## src/rtl/core/epdc_pkg.sv

```systemverilog
// Shared types, calendar tables and the microcode program for the epoch day converter.
// No dependencies; used by epdc_useq, epoch_day_date_converter_unit, epdc_tb_pkg and tb.
package epdc_pkg;

    // field widths
    localparam int DAYS_W   = 16;
    localparam int YEAR_W   = 8;
    localparam int MONTH_W  = 4;
    localparam int MDAY_W   = 5;
    localparam int WDAY_W   = 3;
    localparam int YLEN_W   = 9;
    localparam int PC_W     = 4;

    // calendar constants, years counted from 1900
    localparam logic [YEAR_W-1:0]  EPOCH_YEAR   = 8'd70;
    localparam logic [YEAR_W-1:0]  YEAR_MIN     = 8'd70;
    localparam logic [YEAR_W-1:0]  YEAR_MAX     = 8'd199;
    localparam logic [YEAR_W-1:0]  CENTURY_1900 = 8'd0;
    localparam logic [YEAR_W-1:0]  CENTURY_2100 = 8'd200;
    localparam logic [MONTH_W-1:0] MONTH_SAT    = 4'd12;
    localparam logic [MONTH_W-1:0] MONTH_LAST   = 4'd11;
    localparam logic [WDAY_W-1:0]  EPOCH_WDAY   = 3'd4;

    // datapath operations
    typedef enum logic [2:0] {
        OP_NOP,
        OP_LOAD_ZERO,
        OP_LOAD_DAYS,
        OP_ADD_YEAR,
        OP_ADD_DBM,
        OP_ADD_MDAY,
        OP_SUB_YEAR,
        OP_SUB_MONTH
    } op_t;

    // finish is kept apart so the sequencer can spot it
    typedef enum logic [2:0] {
        COND_NEVER,
        COND_ALWAYS,
        COND_FUNC,
        COND_RANGE_ERR,
        COND_YEAR_DONE,
        COND_REM_LT_YEAR,
        COND_MONTH_DONE
    } cond_t;

    // jump: run op, then branch on cond; loop: stay and run op until cond holds
    typedef enum logic [1:0] {
        MODE_JUMP,
        MODE_LOOP,
        MODE_FINISH
    } mode_t;

    typedef struct packed {
        op_t             op;
        cond_t           cond;
        mode_t           mode;
        logic [PC_W-1:0] target;
    } ctrl_t;

    // status flags from the datapath to the sequencer
    typedef struct packed {
        logic func;
        logic range_err;
        logic year_done;
        logic rem_lt_year;
        logic month_done;
    } cond_flags_t;

    // datapath command from the sequencer
    typedef struct packed {
        op_t  op;
        logic exec;
        logic finish;
    } dp_ctrl_t;

    // program addresses
    localparam logic [PC_W-1:0] PC_ENTRY     = 4'd0;
    localparam logic [PC_W-1:0] PC_TO_DATE   = 4'd6;
    localparam logic [PC_W-1:0] PC_FINISH    = 4'd9;

    // gregorian leap rule on years since 1900 (1900 % 4 == 0)
    function automatic logic is_leap(input logic [YEAR_W-1:0] y);
        return (y[1:0] == 2'd0) && (y != CENTURY_1900) && (y != CENTURY_2100);
    endfunction

    function automatic logic [YLEN_W-1:0] year_len(input logic [YEAR_W-1:0] y);
        return 9'd365 + {8'd0, is_leap(y)};
    endfunction

    function automatic logic [MDAY_W-1:0] month_len(input logic leap,
                                                     input logic [MONTH_W-1:0] m);
        logic [MDAY_W-1:0] len;
        unique case (m)
            4'd1:                      len = leap ? 5'd29 : 5'd28;
            4'd3, 4'd5, 4'd8, 4'd10:   len = 5'd30;
            default:                   len = 5'd31;
        endcase
        return len;
    endfunction

    // days in the months before m, month codes above twelve saturate
    function automatic logic [YLEN_W-1:0] days_before(input logic leap,
                                                      input logic [MONTH_W-1:0] m);
        logic [MONTH_W-1:0] ms;
        logic [YLEN_W-1:0]  base;
        ms = (m > MONTH_SAT) ? MONTH_SAT : m;
        unique case (ms)
            4'd0:    base = 9'd0;
            4'd1:    base = 9'd31;
            4'd2:    base = 9'd59;
            4'd3:    base = 9'd90;
            4'd4:    base = 9'd120;
            4'd5:    base = 9'd151;
            4'd6:    base = 9'd181;
            4'd7:    base = 9'd212;
            4'd8:    base = 9'd243;
            4'd9:    base = 9'd273;
            4'd10:   base = 9'd304;
            4'd11:   base = 9'd334;
            default: base = 9'd365;
        endcase
        return base + {8'd0, (leap && (ms >= 4'd2))};
    endfunction

    // x mod 7 by folding octal digits, since 8 is 1 mod 7
    function automatic logic [WDAY_W-1:0] mod7(input logic [DAYS_W:0] x);
        logic [5:0] s1;
        logic [3:0] s2;
        logic [3:0] r;
        s1 = {3'd0, x[2:0]} + {3'd0, x[5:3]} + {3'd0, x[8:6]}
           + {3'd0, x[11:9]} + {3'd0, x[14:12]} + {4'd0, x[16:15]};
        s2 = {1'b0, s1[2:0]} + {1'b0, s1[5:3]};
        r  = (s2 >= 4'd7) ? s2 - 4'd7 : s2;
        r  = (r >= 4'd7) ? r - 4'd7 : r;
        return r[WDAY_W-1:0];
    endfunction

    // microcode program
    function automatic ctrl_t ucode(input logic [PC_W-1:0] pc);
        ctrl_t w;
        unique case (pc)
            // dispatch on direction, then finish early on a range error
            4'd0:    w = '{OP_NOP,       COND_FUNC,        MODE_JUMP,   PC_TO_DATE};
            4'd1:    w = '{OP_NOP,       COND_RANGE_ERR,   MODE_JUMP,   PC_FINISH};
            // date to days
            4'd2:    w = '{OP_LOAD_ZERO, COND_NEVER,       MODE_JUMP,   PC_ENTRY};
            4'd3:    w = '{OP_ADD_YEAR,  COND_YEAR_DONE,   MODE_LOOP,   PC_ENTRY};
            4'd4:    w = '{OP_ADD_DBM,   COND_NEVER,       MODE_JUMP,   PC_ENTRY};
            4'd5:    w = '{OP_ADD_MDAY,  COND_ALWAYS,      MODE_JUMP,   PC_FINISH};
            // days to date
            4'd6:    w = '{OP_LOAD_DAYS, COND_NEVER,       MODE_JUMP,   PC_ENTRY};
            4'd7:    w = '{OP_SUB_YEAR,  COND_REM_LT_YEAR, MODE_LOOP,   PC_ENTRY};
            4'd8:    w = '{OP_SUB_MONTH, COND_MONTH_DONE,  MODE_LOOP,   PC_ENTRY};
            4'd9:    w = '{OP_NOP,       COND_NEVER,       MODE_FINISH, PC_ENTRY};
            default: w = '{OP_NOP,       COND_NEVER,       MODE_FINISH, PC_ENTRY};
        endcase
        return w;
    endfunction

endpackage

```

## src/rtl/core/epdc_useq.sv

```systemverilog
// Microcode sequencer: step counter, program table and conditional branching.
// Depends on epdc_pkg for the control word, flag and command types.
module epdc_useq
    import epdc_pkg::*;
(
    input  logic        clk,
    input  logic        rst_n,
    input  logic        start,
    input  logic        hold,
    input  cond_flags_t flags,
    output logic        busy,
    output dp_ctrl_t    dp
);

    logic [PC_W-1:0] pc_reg;
    logic [PC_W-1:0] pc_next;
    logic            busy_reg;
    logic            busy_next;
    ctrl_t           word;
    logic            cond_true;
    logic            advance;

    // fetch and condition select
    always_comb
    begin
        word = ucode(pc_reg);
        unique case (word.cond)
            COND_NEVER:       cond_true = 1'b0;
            COND_ALWAYS:      cond_true = 1'b1;
            COND_FUNC:        cond_true = flags.func;
            COND_RANGE_ERR:   cond_true = flags.range_err;
            COND_YEAR_DONE:   cond_true = flags.year_done;
            COND_REM_LT_YEAR: cond_true = flags.rem_lt_year;
            COND_MONTH_DONE:  cond_true = flags.month_done;
            default:          cond_true = 1'b0;
        endcase
    end

    // finish waits while the output register is full and stalled
    assign advance   = busy_reg && !((word.mode == MODE_FINISH) && hold);
    assign dp.op     = word.op;
    assign dp.finish = advance && (word.mode == MODE_FINISH);
    assign dp.exec   = advance && ((word.mode == MODE_JUMP) ||
                                   ((word.mode == MODE_LOOP) && !cond_true));
    assign busy      = busy_reg;

    // next step
    always_comb
    begin
        pc_next   = pc_reg;
        busy_next = busy_reg;
        if (start)
        begin
            pc_next   = PC_ENTRY;
            busy_next = 1'b1;
        end
        else if (advance)
        begin
            unique case (word.mode)
                MODE_JUMP:   pc_next = cond_true ? word.target : pc_reg + 1'b1;
                MODE_LOOP:   pc_next = cond_true ? pc_reg + 1'b1 : pc_reg;
                MODE_FINISH: busy_next = 1'b0;
                default:     pc_next = pc_reg;
            endcase
        end
    end

    always_ff @(posedge clk or negedge rst_n)
    begin
        if (!rst_n)
        begin
            pc_reg   <= PC_ENTRY;
            busy_reg <= 1'b0;
        end
        else
        begin
            pc_reg   <= pc_next;
            busy_reg <= busy_next;
        end
    end

endmodule

```

## src/rtl/core/epoch_day_date_converter_unit.sv

```systemverilog
// Epoch day / Gregorian date converter: microcoded sequencer over a 16-bit accumulator.
// Date to days runs one accumulator loop step per year since 1970 and skips to the finish
// on an out-of-range year; days to date runs one step per year and then one per month.
// One item in flight: the next item is taken the cycle after the result is registered,
// and a finished item waits in the sequencer while the output register is full and stalled.
// Reset clears the sequencer and the output valid; payload registers are not reset.
module epoch_day_date_converter_unit
    import epdc_pkg::*;
(
    input  logic               clk,
    input  logic               rst_n,
    // input item
    input  logic               in_valid,
    output logic               in_stall,
    input  logic               func,
    input  logic [YEAR_W-1:0]  year_since_1900,
    input  logic [MONTH_W-1:0] month_index,
    input  logic [MDAY_W-1:0]  day_of_month,
    input  logic [DAYS_W-1:0]  day_count_in,
    // result item
    output logic               out_valid,
    input  logic               out_stall,
    output logic [DAYS_W-1:0]  day_count_out,
    output logic [YEAR_W-1:0]  year_out,
    output logic [MONTH_W-1:0] month_out,
    output logic [MDAY_W-1:0]  mday_out,
    output logic [WDAY_W-1:0]  weekday_out,
    output logic               range_error
);

    logic               busy;
    logic               start;
    logic               hold;
    cond_flags_t        flags;
    dp_ctrl_t           dp;

    // captured item
    logic               func_reg;
    logic [YEAR_W-1:0]  year_in_reg;
    logic [MONTH_W-1:0] month_in_reg;
    logic [MDAY_W-1:0]  mday_in_reg;
    logic [DAYS_W-1:0]  days_in_reg;

    // working registers
    logic [DAYS_W-1:0]  acc_reg;
    logic [YEAR_W-1:0]  y_reg;
    logic [MONTH_W-1:0] m_reg;

    // output register
    logic               out_valid_reg;
    logic [DAYS_W-1:0]  day_count_out_reg;
    logic [YEAR_W-1:0]  year_out_reg;
    logic [MONTH_W-1:0] month_out_reg;
    logic [MDAY_W-1:0]  mday_out_reg;
    logic [WDAY_W-1:0]  weekday_out_reg;
    logic               range_error_reg;

    logic [YLEN_W-1:0]  cur_year_len;
    logic [MDAY_W-1:0]  cur_month_len;
    logic               in_range_err;

    assign start    = in_valid && !busy;
    assign in_stall = busy;
    assign hold     = out_valid_reg && out_stall;

    // status flags
    assign cur_year_len      = year_len(y_reg);
    assign cur_month_len     = month_len(is_leap(y_reg), m_reg);
    assign in_range_err      = (year_in_reg < YEAR_MIN) || (year_in_reg > YEAR_MAX);
    assign flags.func        = func_reg;
    assign flags.range_err   = in_range_err;
    assign flags.year_done   = (y_reg == year_in_reg);
    assign flags.rem_lt_year = (acc_reg < {{(DAYS_W-YLEN_W){1'b0}}, cur_year_len});
    assign flags.month_done  = (m_reg == MONTH_LAST) ||
                               (acc_reg < {{(DAYS_W-MDAY_W){1'b0}}, cur_month_len});

    epdc_useq u_seq (
        .clk   (clk),
        .rst_n (rst_n),
        .start (start),
        .hold  (hold),
        .flags (flags),
        .busy  (busy),
        .dp    (dp)
    );

    // item capture
    always_ff @(posedge clk)
    begin
        if (start)
        begin
            func_reg     <= func;
            year_in_reg  <= year_since_1900;
            month_in_reg <= month_index;
            mday_in_reg  <= day_of_month;
            days_in_reg  <= day_count_in;
        end
    end

    // datapath
    always_ff @(posedge clk)
    begin
        if (dp.exec)
        begin
            unique case (dp.op)
                OP_NOP:
                begin
                end
                OP_LOAD_ZERO:
                begin
                    acc_reg <= '0;
                    y_reg   <= EPOCH_YEAR;
                end
                OP_LOAD_DAYS:
                begin
                    acc_reg <= days_in_reg;
                    y_reg   <= EPOCH_YEAR;
                    m_reg   <= '0;
                end
                OP_ADD_YEAR:
                begin
                    acc_reg <= acc_reg + {{(DAYS_W-YLEN_W){1'b0}}, cur_year_len};
                    y_reg   <= y_reg + 1'b1;
                end
                OP_ADD_DBM:
                begin
                    acc_reg <= acc_reg + {{(DAYS_W-YLEN_W){1'b0}},
                                          days_before(is_leap(year_in_reg), month_in_reg)};
                end
                OP_ADD_MDAY:
                begin
                    acc_reg <= acc_reg + {{(DAYS_W-MDAY_W){1'b0}}, mday_in_reg}
                               - {{(DAYS_W-1){1'b0}}, 1'b1};
                end
                OP_SUB_YEAR:
                begin
                    acc_reg <= acc_reg - {{(DAYS_W-YLEN_W){1'b0}}, cur_year_len};
                    y_reg   <= y_reg + 1'b1;
                end
                OP_SUB_MONTH:
                begin
                    acc_reg <= acc_reg - {{(DAYS_W-MDAY_W){1'b0}}, cur_month_len};
                    m_reg   <= m_reg + 1'b1;
                end
                default:
                begin
                end
            endcase
        end
    end

    // result payload
    always_ff @(posedge clk)
    begin
        if (dp.finish)
        begin
            if (func_reg)
            begin
                day_count_out_reg <= '0;
                range_error_reg   <= 1'b0;
                year_out_reg      <= y_reg;
                month_out_reg     <= m_reg;
                mday_out_reg      <= acc_reg[MDAY_W-1:0] + 1'b1;
                weekday_out_reg   <= mod7({1'b0, days_in_reg}
                                          + {{(DAYS_W+1-WDAY_W){1'b0}}, EPOCH_WDAY});
            end
            else
            begin
                day_count_out_reg <= in_range_err ? '0 : acc_reg;
                range_error_reg   <= in_range_err;
                year_out_reg      <= '0;
                month_out_reg     <= '0;
                mday_out_reg      <= '0;
                weekday_out_reg   <= '0;
            end
        end
    end

    // result valid
    always_ff @(posedge clk or negedge rst_n)
    begin
        if (!rst_n)
        begin
            out_valid_reg <= 1'b0;
        end
        else if (dp.finish)
        begin
            out_valid_reg <= 1'b1;
        end
        else if (out_valid_reg && !out_stall)
        begin
            out_valid_reg <= 1'b0;
        end
    end

    assign out_valid     = out_valid_reg;
    assign day_count_out = day_count_out_reg;
    assign year_out      = year_out_reg;
    assign month_out     = month_out_reg;
    assign mday_out      = mday_out_reg;
    assign weekday_out   = weekday_out_reg;
    assign range_error   = range_error_reg;

endmodule

```

## config.mk

```make
export PLATFORM = sky130hd
export DESIGN_NAME = epoch_day_date_converter_unit
export DESIGN_NICKNAME = d
export VERILOG_FILES = /design/src/rtl/core/epdc_pkg.sv /design/src/rtl/core/epdc_useq.sv /design/src/rtl/core/epoch_day_date_converter_unit.sv
export SDC_FILE = /design/constraint.sdc
export NUM_CORES = 1
export LEC_CHECK = 0
export ABC_AREA = 1
export BUFFER_PORTS_ARGS = -buffer_cell sky130_fd_sc_hd__buf_2
export CAP_MARGIN = 20
export CORE_MARGIN = 1.5
export CORE_UTILIZATION = 33
export DETAILED_ROUTE_END_ITERATION = 8
export PLACE_DENSITY = 0.54
export SYNTH_ARGS = -nofsm -noshare
export SYNTH_HDL_FRONTEND = slang
export SYNTH_HIERARCHICAL = 1
export SYNTH_SLANG_ARGS = --single-unit
```

## constraint.sdc

```tcl
create_clock -name clk -period 7.2 [get_ports clk]
set_clock_uncertainty 0.05 [all_clocks]
set_input_delay 0 -clock clk [delete_from_list [all_inputs] [get_ports clk]]
set_output_delay 0 -clock clk [all_outputs]
set_load 0.005 [all_outputs]
```

* Yosys cells after proc, flatten, opt, wreduce, memory -nomap -nowiden
Memory sizes are Yosys's and may differ from the RTL's.
Cells that the tools add are included.
** Storage, ports and cells
- Memories kept :: 2
- Flip-flop bits (word level) :: 105
- Output and inout port bits :: 39
- Input bits :: 38
- ROM bits :: 336
** Memories
- (name not given) :: words 16, width 12, rd ports 1, clocked after Yosys merged registers in 0, wr ports 0, RTL line epdc_pkg.sv:142 : unique case (pc)
- (name not given) :: words 16, width 9, rd ports 1, clocked after Yosys merged registers in 0, wr ports 0, RTL line epdc_pkg.sv:108 : unique case (ms)
** Cells by class
- Add/subtract/negate cells :: 21
- Magnitude comparators :: 8
- Mux-type cells :: 21
- Reduce and logical (&&, ||, !) cells :: 41
- Equality and inequality tests :: 25
** Operators with widths (count)
- case mux 16 bit (7 select lines) :: 1
- adder 16 x 9 -> 16 bit :: 2
- two-way mux 4 bit :: 6
- equality test 3 bit, second input constant :: 7
- two-way mux 9 bit :: 2
- adder 16 x 3 -> 17 bit, second input constant :: 1
- adder 16 x 5 -> 16 bit :: 1
- < comparator 16 x 5 -> 1 bit :: 1
- < comparator 16 x 9 -> 1 bit :: 1
- inequality test 8 bit, second input constant :: 2
- case mux 4 bit (2 select lines) :: 2
- case mux 8 bit (2 select lines) :: 1
- nonzero test 8 bit :: 2
- subtractor 16 x 1 -> 16 bit, second input constant :: 1
- subtractor 16 x 5 -> 16 bit :: 1
- subtractor 16 x 9 -> 16 bit :: 1
- logical AND 1 bit :: 13
- equality test 3 x 2 -> 1 bit, second input constant :: 4
- equality test 4 bit, second input constant :: 3
- nonzero test 2 bit :: 5
- adder 9 x 1 -> 9 bit :: 1
- adder 9 x 1 -> 9 bit, first input constant :: 1
- adder 3 x 3 -> 4 bit :: 2
- adder 4 x 1 -> 4 bit, second input constant :: 2
- other kinds (34) :: 53

* Logic depth before layout (Yosys ltp)
- Depth after elaboration :: 16
- Depth in mapped cells :: 33
- Depth with buffers taken out :: 33

* Hierarchy
The synthesis kept the hierarchy.
** By module, submodules not included
- epoch_day_date_converter_unit :: times used 1, cells an instance 1075, area each 8299.2 um^2
- epdc_useq :: times used 1, cells an instance 109, area each 650.6 um^2

* Worst setup path before layout
OpenSTA, ideal clock, no wires.
- Kind :: flip-flop to flip-flop
- Start :: register days_in_reg[2]
- End :: register weekday_out_reg[1], in the netlist weekday_out[1], data pin
- Arrival :: 5112 ps
- Cell stages (with the launch flop) :: 30
- Clock period less this slack :: 5417 ps
- Path slack :: 1783 ps
- Path buffers :: 0
- Setup time :: 255 ps
- Path through :: edfxtp_1 ha_1 nand2_1 nor2_2 xor2_1 fa_1 inv_1 xor2_1 ha_1 inv_1 xor2_1 ha_1 ha_1 fa_1 a21oi_1 o21ai_0 xor2_1 fa_1 ha_1 nand3_1 inv_1 nor2_1 nand2_1 o21ai_0 inv_1 ha_1 nand3_1 nand3_1 nand2_1 nor2_1
** Between the ends
- Word-level cells in the longest chain between the ends :: 11
** Ends and longest elaborated chain
- start, declared :: RTL line epoch_day_date_converter_unit.sv:42 : logic [DAYS_W-1:0] days_in_reg;
- start signal, assigned :: RTL line epoch_day_date_converter_unit.sv:96 : days_in_reg <= day_count_in;
- adder 16 x 3 -> 17 bit * :: RTL line epoch_day_date_converter_unit.sv:165 : + {{(DAYS_W+1-WDAY_W){1'b0}}, EPOCH_WDAY});
- adder 3 x 3 -> 4 bit :: RTL line epdc_pkg.sv:131 : s1 = {3'd0, x[2:0]} + {3'd0, x[5:3]} + {3'd0, x[8:6]}
- adder 4 x 3 -> 5 bit :: RTL line epdc_pkg.sv:131
- adder 5 x 3 -> 6 bit :: RTL line epdc_pkg.sv:132 : + {3'd0, x[11:9]} + {3'd0, x[14:12]} + {4'd0, x[16:15]};
- adder 6 x 3 -> 6 bit :: RTL line epdc_pkg.sv:132
- adder 6 x 2 -> 6 bit * :: RTL line epdc_pkg.sv:132
- adder 3 x 3 -> 4 bit * :: RTL line epdc_pkg.sv:133 : s2 = {1'b0, s1[2:0]} + {1'b0, s1[5:3]};
- subtractor 4 x 3 -> 4 bit / >= comparator 4 x 3 -> 1 bit (equally long branches) :: RTL line epdc_pkg.sv:134 : r = (s2 >= 4'd7) ? s2 - 4'd7 : s2;
- two-way mux 4 bit * :: RTL line epdc_pkg.sv:134
- >= comparator 4 x 3 -> 1 bit / subtractor 3 bit (equally long branches) :: RTL line epdc_pkg.sv:135 : r = (r >= 4'd7) ? r - 4'd7 : r;
- two-way mux 3 bit * :: RTL line epdc_pkg.sv:135
- end signal, assigned :: RTL line epoch_day_date_converter_unit.sv:164 : weekday_out_reg <= mod7({1'b0, days_in_reg}
- end, declared :: RTL line epoch_day_date_converter_unit.sv:55 : logic [WDAY_W-1:0] weekday_out_reg;
Every way passes the cells marked *; elsewhere a longest branch is shown, timed or not.
A chain may end at the register's enable or synchronous reset.

* Worst setup path in the final report
Ends and elaborated chain as after synthesis.

==> flow_metrics.py <==
metrics = {
    "outcome": {
        "status": "completed",
    },
    "clocking": {
        "cts_buffers": 9,
        "clockBufferDepth": 2,
        "cts_tree": "yes",
        "clk-insertion-delay-late_ns": 0.37,
        "cts_num_sinks": 105,
        "cts.htree.levels": 3,
        "post-cts-setup-buffers": 0,
        "root_buffer": "clkbuf_16",
        "path_clk_slew_ns": 0.08,
    },
    "setup_path": {
        "cp_num_cells": 29,
        "r2r_cells": 29,
        "cp_slowest_stage_delay_ns": 0.49,
        "critPathMostFrequentCell": "ha_1",
        "rr_endpoint": "weekday_out[1]",
        "required_ns": 7.28,
        "critPathTopFamily": "adder cells",
        "crit_start": "days_in_reg[2]",
        "worstSetupPathType": "flop to flop",
        "crit_fanout": 5,
        "start_kind": "flop",
        "end_kind": "flop",
        "r2r-start": "days_in_reg[2]",
        "crit_path_end": "weekday_out[1]",
        "cp_slowest_cell": "fa_1",
        "r2r_slack_ns": 1.31,
        "arrival_ns": 5.96,
        "path_buf_inv": 4,
    },
    "sta": {
        "fin_ws_ns": 1.311,
        "finalHoldViolCount": 0,
        "max_slew_margin_pct": 45.12,
        "setup_viol": 0,
        "max_freq_ghz": 0.1698,
        "tightest_slew_ns": 0.8232,
        "min_period_ns": 5.889,
        "rsz0062_at_grt": "no",
        "period_share_pct": 81.79,
        "finalSetupTns_ns": 0,
        "drv_slew": 0,
    },
    "place": {
        "portBuffers": 76,
        "dp_hpwl_um": 19390,
        "post_dp_cell_area_um2": 9721,
        "gp_congestion": 0.8896,
        "pre_cts_slack_ns": 1.338,
    },
    "drt": {
        "firstDrtPassIters": 7,
        "viasPerCell": 4.912,
        "ant_nets": 0,
        "drc_errors": 0,
        "wl_um": 24870,
        "vias": 8080,
        "drtIter0Drc": 448,
        "wl_per_cell_um": 15.12,
    },
    "synthesis": {
        "synth_area_leaders": "edfxtp_1 (33%), nand2_1 (12%), ha_1 (12%)",
        "async_flop_share_pct": 5.714,
        "netlist_top_cells_count": "nand2_1 (285), inv_1 (180), nor2_1 (121)",
        "synth_edf_count": 99,
        "synth_top_area_share_pct": 33.22,
        "post_synth_num_cell_types": 55,
        "ys_seq_area_share_pct": 34.89,
        "syn-num-nets": 1319,
        "synth_area_per_cell_um2": 7.559,
        "synthFlopType": "edfxtp_1",
        "postSynthCellCount": 1184,
        "yosysWarnings": 6,
        "synth.most_common_cell": "nand2_1",
        "yosysTopAreaCell": "edfxtp_1",
        "ys_ff_latch": 105,
        "netlist_area_um2": 8950,
    },
    "die": {
        "die_w_um": 167.7,
        "start_util_pct": 33.39,
        "num_rows": 60,
        "ios": 77,
        "chipHeight_um": 167.7,
        "die_area_um2": 28120,
        "fp.coreArea_um2": 26800,
    },
    "global_route": {
        "grt.overflow.total": 0,
        "antenna_found_initial": 0,
        "grt_pass1_wl_um": 40070,
        "track_usage_pct": 18.14,
        "grt_max_degree": 38,
        "first_global_vias": 7919,
    },
    "min_path": {
        "hp-class": "input port to flop",
    },
    "finish": {
        "fin_area_um2": 10420,
        "areaGrowthSynthToFinish_pct": 16.40,
        "nets": 1434,
        "drive_gt1_share_pct": 11.66,
        "antennaDiodeCount": 0,
    },
    "job": {
        "maxCapViolCount": 0,
    },
}
through the flow:
step / utilization [%] / hold WS [ns] / std cells
after floorplan: - / -0.3456 / 1184
after global placement: 36.27 / -0.2207 / 1591
after detailed placement: 36.27 / -0.2192 / 1591
after CTS: 38.80 / 0.1710 / 1644
after global routing: 38.87 / 0.006840 / 1645
final: 38.87 / 0.009669 / 1645
area by class of cell:
class,count,area [um2]
inverter,196,738.2
fill,2782,16380
clock buffer,9,225.2
tap,341,426.7
sequential,105,3123
clock inverter,7,81.33
timing repair buffer,118,800.8
multi-input combinational,869,5022
worst reg2reg max path: cells and delay by family (launching register included):
kind | cells | cell delay (ns)
buffers and inverters | 4 | 0.25
DFF | 1 | 0.47
xor gates and xnor gates | 4 | 0.72
and+or+nand+nor | 9 | 0.89
AOI/OAI and AO/OA | 3 | 0.38
adders and majority gates | 9 | 2.90
cells in the final DEF (no fill, tap or decap), types with 19 or more instances in the layout:
cell | netlist | routed
dlygate4sd3_1 | 0 | 37
edfxtp_1 | 99 | 99
nor2_1 | 121 | 119
buf_2 | 5 | 76
inv_1 | 180 | 180
nand2_1 | 285 | 285
nand3_1 | 117 | 117
xor2_1 | 19 | 19
ha_1 | 85 | 85
o21ai_0 | 43 | 43
a21oi_1 | 64 | 64
worst min path at each step:
stage / startpoint / end / depth (start not counted)
2_1_floorplan: rst_n / out_valid / 0
3_3_place_gp: rst_n / u_seq/pc_reg[3] / 1
3_5_place_dp: rst_n / u_seq/pc_reg[0] / 1
4_1_cts: in_valid / func_reg / 3
5_1_grt: in_valid / month_in_reg[3] / 3
6_report: in_valid / month_in_reg[0] / 3
per-layer routing:
layer | wire length [um] | part of all wire [%] | track usage, %
met1 | 11750 | 47 | 24.09
met2 | 11560 | 46 | 30.67
met3 | 1174 | 4.7 | 2.860
met4 | 388 | 1.6 | 4.818
met5 | 0 | 0 | 0
logic make-up after synthesis:
kind of cell             share of synthesized area, %
adder cells (fa/ha/maj)                         14.57
AO/OA/AOI/OAI                                   9.745
flip-flops                                      34.89
AND/OR/NAND/NOR                                 28.52
XOR/XNOR                                        3.118
buffers and inverters                           9.157
repair_timing:
action                                 4_1_cts  5_1_grt
endpoints found under the hold margin       41        0
hold buffers                                37        0
resized for setup                            0        0
Power is left out: the tool's default activity adds up to more than one toggle a clock period on the data nets, which glitch-free logic cannot reach.
